===== src/sv/aes_pkg.sv =====
// aes-128 package: s-box, round constants and round functions
`default_nettype none

package aes_pkg;

   localparam int BLOCK_W = 128;
   localparam int KEY_W   = 64;
   localparam int ROUNDS  = 10;

   localparam logic [7:0] SBOX [256] = '{
      8'h63, 8'h7c, 8'h77, 8'h7b, 8'hf2, 8'h6b, 8'h6f, 8'hc5,
      8'h30, 8'h01, 8'h67, 8'h2b, 8'hfe, 8'hd7, 8'hab, 8'h76,
      8'hca, 8'h82, 8'hc9, 8'h7d, 8'hfa, 8'h59, 8'h47, 8'hf0,
      8'had, 8'hd4, 8'ha2, 8'haf, 8'h9c, 8'ha4, 8'h72, 8'hc0,
      8'hb7, 8'hfd, 8'h93, 8'h26, 8'h36, 8'h3f, 8'hf7, 8'hcc,
      8'h34, 8'ha5, 8'he5, 8'hf1, 8'h71, 8'hd8, 8'h31, 8'h15,
      8'h04, 8'hc7, 8'h23, 8'hc3, 8'h18, 8'h96, 8'h05, 8'h9a,
      8'h07, 8'h12, 8'h80, 8'he2, 8'heb, 8'h27, 8'hb2, 8'h75,
      8'h09, 8'h83, 8'h2c, 8'h1a, 8'h1b, 8'h6e, 8'h5a, 8'ha0,
      8'h52, 8'h3b, 8'hd6, 8'hb3, 8'h29, 8'he3, 8'h2f, 8'h84,
      8'h53, 8'hd1, 8'h00, 8'hed, 8'h20, 8'hfc, 8'hb1, 8'h5b,
      8'h6a, 8'hcb, 8'hbe, 8'h39, 8'h4a, 8'h4c, 8'h58, 8'hcf,
      8'hd0, 8'hef, 8'haa, 8'hfb, 8'h43, 8'h4d, 8'h33, 8'h85,
      8'h45, 8'hf9, 8'h02, 8'h7f, 8'h50, 8'h3c, 8'h9f, 8'ha8,
      8'h51, 8'ha3, 8'h40, 8'h8f, 8'h92, 8'h9d, 8'h38, 8'hf5,
      8'hbc, 8'hb6, 8'hda, 8'h21, 8'h10, 8'hff, 8'hf3, 8'hd2,
      8'hcd, 8'h0c, 8'h13, 8'hec, 8'h5f, 8'h97, 8'h44, 8'h17,
      8'hc4, 8'ha7, 8'h7e, 8'h3d, 8'h64, 8'h5d, 8'h19, 8'h73,
      8'h60, 8'h81, 8'h4f, 8'hdc, 8'h22, 8'h2a, 8'h90, 8'h88,
      8'h46, 8'hee, 8'hb8, 8'h14, 8'hde, 8'h5e, 8'h0b, 8'hdb,
      8'he0, 8'h32, 8'h3a, 8'h0a, 8'h49, 8'h06, 8'h24, 8'h5c,
      8'hc2, 8'hd3, 8'hac, 8'h62, 8'h91, 8'h95, 8'he4, 8'h79,
      8'he7, 8'hc8, 8'h37, 8'h6d, 8'h8d, 8'hd5, 8'h4e, 8'ha9,
      8'h6c, 8'h56, 8'hf4, 8'hea, 8'h65, 8'h7a, 8'hae, 8'h08,
      8'hba, 8'h78, 8'h25, 8'h2e, 8'h1c, 8'ha6, 8'hb4, 8'hc6,
      8'he8, 8'hdd, 8'h74, 8'h1f, 8'h4b, 8'hbd, 8'h8b, 8'h8a,
      8'h70, 8'h3e, 8'hb5, 8'h66, 8'h48, 8'h03, 8'hf6, 8'h0e,
      8'h61, 8'h35, 8'h57, 8'hb9, 8'h86, 8'hc1, 8'h1d, 8'h9e,
      8'he1, 8'hf8, 8'h98, 8'h11, 8'h69, 8'hd9, 8'h8e, 8'h94,
      8'h9b, 8'h1e, 8'h87, 8'he9, 8'hce, 8'h55, 8'h28, 8'hdf,
      8'h8c, 8'ha1, 8'h89, 8'h0d, 8'hbf, 8'he6, 8'h42, 8'h68,
      8'h41, 8'h99, 8'h2d, 8'h0f, 8'hb0, 8'h54, 8'hbb, 8'h16
   };

   // index r gives the constant used to derive round key r
   localparam logic [7:0] RCON [11] = '{
      8'h00, 8'h01, 8'h02, 8'h04, 8'h08, 8'h10, 8'h20, 8'h40, 8'h80, 8'h1b, 8'h36
   };

   localparam logic [7:0] GF_POLY = 8'h1b;

   typedef logic [BLOCK_W-1:0] block_type;

   function automatic logic [7:0] xtime(input logic [7:0] a);
      logic [7:0] r;
      r = {a[6:0], 1'b0};
      if (a[7]) begin
         r = r ^ GF_POLY;
      end
      return r;
   endfunction

   // byte i of a block sits at bits 127-8i down
   function automatic block_type sub_shift(input block_type s);
      block_type t;
      for (int c = 0; c < 4; c++) begin
         for (int r = 0; r < 4; r++) begin
            t[BLOCK_W-1-8*(4*c+r) -: 8] = SBOX[s[BLOCK_W-1-8*((4*c+5*r) & 15) -: 8]];
         end
      end
      return t;
   endfunction

   function automatic block_type mix_columns(input block_type s);
      block_type t;
      logic [7:0] a0;
      logic [7:0] a1;
      logic [7:0] a2;
      logic [7:0] a3;
      logic [7:0] all;
      for (int c = 0; c < 4; c++) begin
         a0 = s[BLOCK_W-1-32*c -: 8];
         a1 = s[BLOCK_W-9-32*c -: 8];
         a2 = s[BLOCK_W-17-32*c -: 8];
         a3 = s[BLOCK_W-25-32*c -: 8];
         all = a0 ^ a1 ^ a2 ^ a3;
         t[BLOCK_W-1-32*c -: 8]  = a0 ^ all ^ xtime(a0 ^ a1);
         t[BLOCK_W-9-32*c -: 8]  = a1 ^ all ^ xtime(a1 ^ a2);
         t[BLOCK_W-17-32*c -: 8] = a2 ^ all ^ xtime(a2 ^ a3);
         t[BLOCK_W-25-32*c -: 8] = a3 ^ all ^ xtime(a3 ^ a0);
      end
      return t;
   endfunction

   function automatic block_type next_round_key(input block_type rk, input logic [7:0] rcon);
      logic [31:0] t;
      logic [31:0] w0;
      logic [31:0] w1;
      logic [31:0] w2;
      logic [31:0] w3;
      t = {SBOX[rk[23:16]] ^ rcon, SBOX[rk[15:8]], SBOX[rk[7:0]], SBOX[rk[31:24]]};
      w0 = rk[127:96] ^ t;
      w1 = rk[95:64] ^ w0;
      w2 = rk[63:32] ^ w1;
      w3 = rk[31:0] ^ w2;
      return {w0, w1, w2, w3};
   endfunction

endpackage

`default_nettype wire


===== src/sv/aes_skid.sv =====
// output skid stage between the round pipeline and the result channel
`default_nettype none

module aes_skid (
   input  wire logic                  clock,
   input  wire logic                  reset,
   input  wire logic                  in_valid,
   input  wire aes_pkg::block_type    in_data,
   input  wire logic                  out_ready,
   output logic                       out_valid,
   output aes_pkg::block_type         out_data,
   output logic                       stall
);

   logic               skid_valid_ff;
   logic               skid_valid_in;
   aes_pkg::block_type skid_data_ff;

   always_comb begin
      if (skid_valid_ff) begin
         skid_valid_in = !out_ready;
      end else begin
         skid_valid_in = in_valid && !out_ready;
      end
   end

   always_ff @(posedge clock) begin
      if (reset) begin
         skid_valid_ff <= 1'b0;
      end else begin
         skid_valid_ff <= skid_valid_in;
      end
   end

   always_ff @(posedge clock) begin
      if (!skid_valid_ff) begin
         skid_data_ff <= in_data;
      end
   end

   assign out_valid = skid_valid_ff || in_valid;
   assign out_data  = skid_valid_ff ? skid_data_ff : in_data;
   assign stall     = skid_valid_ff;

endmodule

`default_nettype wire


===== config.mk =====
export PLATFORM = sky130hd
export DESIGN_NAME = aes_skid
export DESIGN_NICKNAME = d
export VERILOG_FILES = /design/src/sv/aes_pkg.sv /design/src/sv/aes_skid.sv
export SDC_FILE = /design/constraint.sdc
export NUM_CORES = 1
export LEC_CHECK = 0
export ABC_AREA = 1
export ABC_CLOCK_PERIOD_IN_PS = 1100
export BUFFER_PORTS_ARGS = -buffer_cell sky130_fd_sc_hd__buf_2
export CORE_UTILIZATION = 42
export DETAILED_ROUTE_END_ITERATION = 10
export PLACE_DENSITY = 0.79
export SLEW_MARGIN = 20
export SYNTH_ARGS = -nofsm -noshare
export SYNTH_HDL_FRONTEND = slang
export SYNTH_SLANG_ARGS = --single-unit

===== constraint.sdc =====
create_clock -name clock -period 1.1 [get_ports clock]
set_input_delay 0.055 -clock clock [delete_from_list [all_inputs] [get_ports clock]]
set_output_delay 0.055 -clock clock [all_outputs]
set_load 0.005 [all_outputs]

# Yosys cells after proc, flatten, opt, wreduce, memory -nomap -nowiden
# Index checks and enable logic that the tools add are counted.
# Widths: inputs -> output; s select.
[totals]
elab_cells = 7
regBits = 129
[op_classes]
reduce_logical = 3
muxes = 2
[ops]
columns = ["op", "n"]
rows = [
  ["$mux 128", 1],
  ["$logic_and 1x1->1", 1],
  ["$logic_not 1->1", 1],
  ["$logic_or 1x1->1", 1],
  ["$mux 1", 1],
]

# Depth between registers and ports, before layout
[logic_depth]
depth_word = 3
depth_mapped = 5
ltp_nobuf = 3

# Worst setup path before layout
# Ideal clock, no wire load.
[synth_timing]
path_type = "reg-to-reg"
from = "reg skid_valid_ff, in the netlist stall"
to = "reg skid_data_ff[124]"
t_arrival_ps = 853
path_stages_with_launch = 6
slack_ps = 121
synth_period_minus_slack_ps = 979
setup_time_ps = 126
n_path_buf = 2
cell_sequence = "dfxtp_1 inv_2 buf_4 buf_2 nand2_1 nand2_1"
[synth_between]
elab_chain_len = 1
[synth_rtl]
columns = ["element", "line", "text"]
rows = [
  ["start, declared", "aes_skid.sv:15", "logic skid_valid_ff;"],
  ["start signal, assigned", "aes_skid.sv:31", "skid_valid_ff <= skid_valid_in;"],
  ["$mux 128", "n/a", ""],
  ["net out_data[124]", "aes_skid.sv:11", "output aes_pkg::block_type out_data,"],
  ["end signal, assigned", "aes_skid.sv:37", "skid_data_ff <= in_data;"],
  ["end, declared", "aes_skid.sv:17", "aes_pkg::block_type skid_data_ff;"],
]
# The timed path passes the listed nets, and every way through them passes these cells.
# A chain may end at the register's enable or synchronous reset.

# Final worst setup path
[layout_timing]
from = "reg skid_valid_ff, in the netlist stall"
to = "out out_data[118]"
[layout_between]
elab_chain_len = 1
[layout_rtl]
columns = ["element", "line"]
rows = [
  ["$mux 128", "n/a"],
  ["end, declared", "aes_skid.sv:11"],
]
# No other way between the ends.

==> impl_metrics.ini <==
[setup_path]
worstPathMaxFanout = 27
crit_family = buffers and inverters
path_common_cell = nand2_1
cp.arrival_ns = 1.60
cpPeakStageDelay_ns = 0.44
path_buf_inv = 3
cp.required_ns = 1.04
critPathKind = reg -> out
cp_cell_sequence = clkinv_8 > buf_12 > nand2_1 > nand2_1 > buf_2
startpoint_type = register
cp-end-kind = primary output
cp_slowest_cell = dfxtp_4

[clock_tree]
cts_num_sinks = 129
cts-root-buf = clkbuf_8
clk_latency_ns = 0.51
cts.htree.levels = 4
clk_pin_slew_ns = 0.06
numCtsBuffers = 17
clock_path_buffers = 2
cts_tree = done

[drt]
wire_per_inst_um = 16.5
dr.pass1.iters = 5
drtIter0Drc = 251
drt_drc_violations_left = 0
via_count = 5254
routed_wl_mm = 18.1
ant_nets = 0
viasPerCell = 4.80

[synthesis]
synth-compound-area-share_pct = 0
ys_seq_area_share_pct = 61.1
synthMuxAreaShare_pct = 0
synth_top_family_by_area = simple AND/OR/NAND/NOR gates
ys_warn_count = 0
ys_ff_latch = 129
syn_area_per_cell_um2 = 7.71
synth_xor_area_share_pct = 0
synth_area_um2 = 4230
synthSimpleGateAreaFrac_pct = 34.4
syn_inst = 548
syn_nets = 680
synth.distinct_cells = 7
synth_adder_area_share_pct = 0

[grt]
grt_use_total_pct = 28.9
use_met2_pct = 52.6
grt_pass1_wl_mm = 22.9
antenna_found_initial = 0
grtUsageMet3_pct = 7.25
met1_usage_pct = 29.6
busiest_layer = met2
overflow = 0
grt_pass1_vias = 4997
grt_start_max_net_pins = 50

[sta]
tightestPinTransition_ns = 0.282
setup-tns-final_ns = -63.00
rsz0062_at_grt = yes
hold_violations = 0
slew_viol_final = 0
whs_ns = 0.298
fin_crit_sh_pct = 150
clock-skew-final_ns = 0.0146
slew_headroom_pct = 81.2
worst_slack_ns = -0.555
fmax_ghz = 0.604
fin_crit_ns = 1.65
setup_viol_count_final = 130

[power]
p_seq_share_pct = 40.7
clkPwrFrac_pct = 43.8
peakVddDrop_uv = 959
p_leak_uw = 0.00425
cellInternalPower_uw = 9620
swShare_pct = 24.9
pwr-share-comb_pct = 15.6
pwr_density_cell_nw_per_um2 = 1610
p_switching_uw = 3190

[die]
dieArea_um2 = 10500
io_pins = 262
die_y_um = 102
core_area_um2 = 9770
die_width_um = 102
start_util_pct = 43.2
std_cell_rows = 36

[cells_and_area]
final_area_um2 = 7970
stdcell_count = 1095
layout.nets = 1081
layout_commonest_cell = nand2_1
antenna_cells = 0
final_cell_mix = nand2_1 (328), buf_2 (258), dlygate4sd3_1 (131)
syn_to_final_growth_pct = 88.6
drive_gt1_share_pct = 38.5

[status]
status = finished, violations left
violations = negative setup slack

[placed_design]
place_inst = 922
hpwlAfterDp_mm = 7.27
port_buffers = 261
routabilityCongestion = 0.741
dpl-instance-area_um2 = 5660

[flow_run]
cap_violations = 0

[min_path]
min_path_type = in -> reg
power groups by stage:
stage | logic [uW] | clock network [uW] | registers, uW
after floorplan | 591 | 0 | 5240
final | 1990 | 5600 | 5210
after detailed placement | 1290 | 0 | 5270
after global placement | 1270 | 0 | 5260
after CTS | 1660 | 5650 | 5170
after global routing | 2150 | 5900 | 5230
through the flow:
| step | worst slack [ns] | total power (uW) | util, % |
|---|---|---|---|
| 3_3_place_gp | 0.0116 | 6520 | 57.9 |
| 4_1_cts | -0.486 | 12500 | 77.7 |
| 6_report | -0.555 | 12800 | 81.5 |
| 5_1_grt | -0.636 | 13300 | 81.5 |
| 2_1_floorplan | 0.121 | 5840 | - |
| 3_5_place_dp | -0.0106 | 6550 | 57.9 |
worst min-delay path: stages:
cell and delay, ns:
dlygate4sd3_1 0.53, buf_2 0.10, nand2_1 0.04, nand2_1 0.06
logic make-up after synthesis:
group | Yosys count
simple gates | 387
flops | 129
buf+inv | 32
cell usage after synthesis:
cell       n  area (um^2)
dfxtp_1  129         2580
buf_2     14         70.1
inv_1      3         11.3
nand2_1  385         1450
nor2_1     2         7.51
buf_4     14          105
inv_2      1         3.75
layer usage:
metal  wire length, um  up-vias  share of wire, %
li1                  -     2444                 -
met3              1430       95               7.9
met1              6430     2389                36
met5                 0        -                 0
met4              1030        0               5.7
met2              9190      326                51
path summary, 6_finish.rpt:
check | endpoint | from | cells past startpoint | slack, ns
hold / removal | skid_data_ff[18] | in_data[18] | 4 | 0.30
hold reg to reg | skid_data_ff[58] | skid_data_ff[58] | 2 | 0.44
setup / recovery | out_data[118] | stall | 5 | -0.55
setup reg to reg | skid_data_ff[124] | stall | 4 | 0.03
sequential cells by signal (all words and copies together), names as in the netlist:
name,count
skid_data_ff,128
stall,1
final cells by class:
class | count | area, um^2
tap | 133 | 166
clock inverter | 12 | 158
clock buffer | 20 | 435
multi-input combinational | 387 | 1630
timing repair buffer | 410 | 2970
inverter | 4 | 27.5
sequential | 129 | 2590
fill | 532 | 1810
what timing repair did:
action                                  4_1_cts  5_1_grt
gates cloned                                  0        7
pin swaps                                     1        1
gates resized for setup                       8       64
hold buffers                                131        0
endpoints found under the hold margin       129        0
setup buffers                                 0        3
endpoints found under the setup margin      130      132
Power figures use the tool's default switching activity.
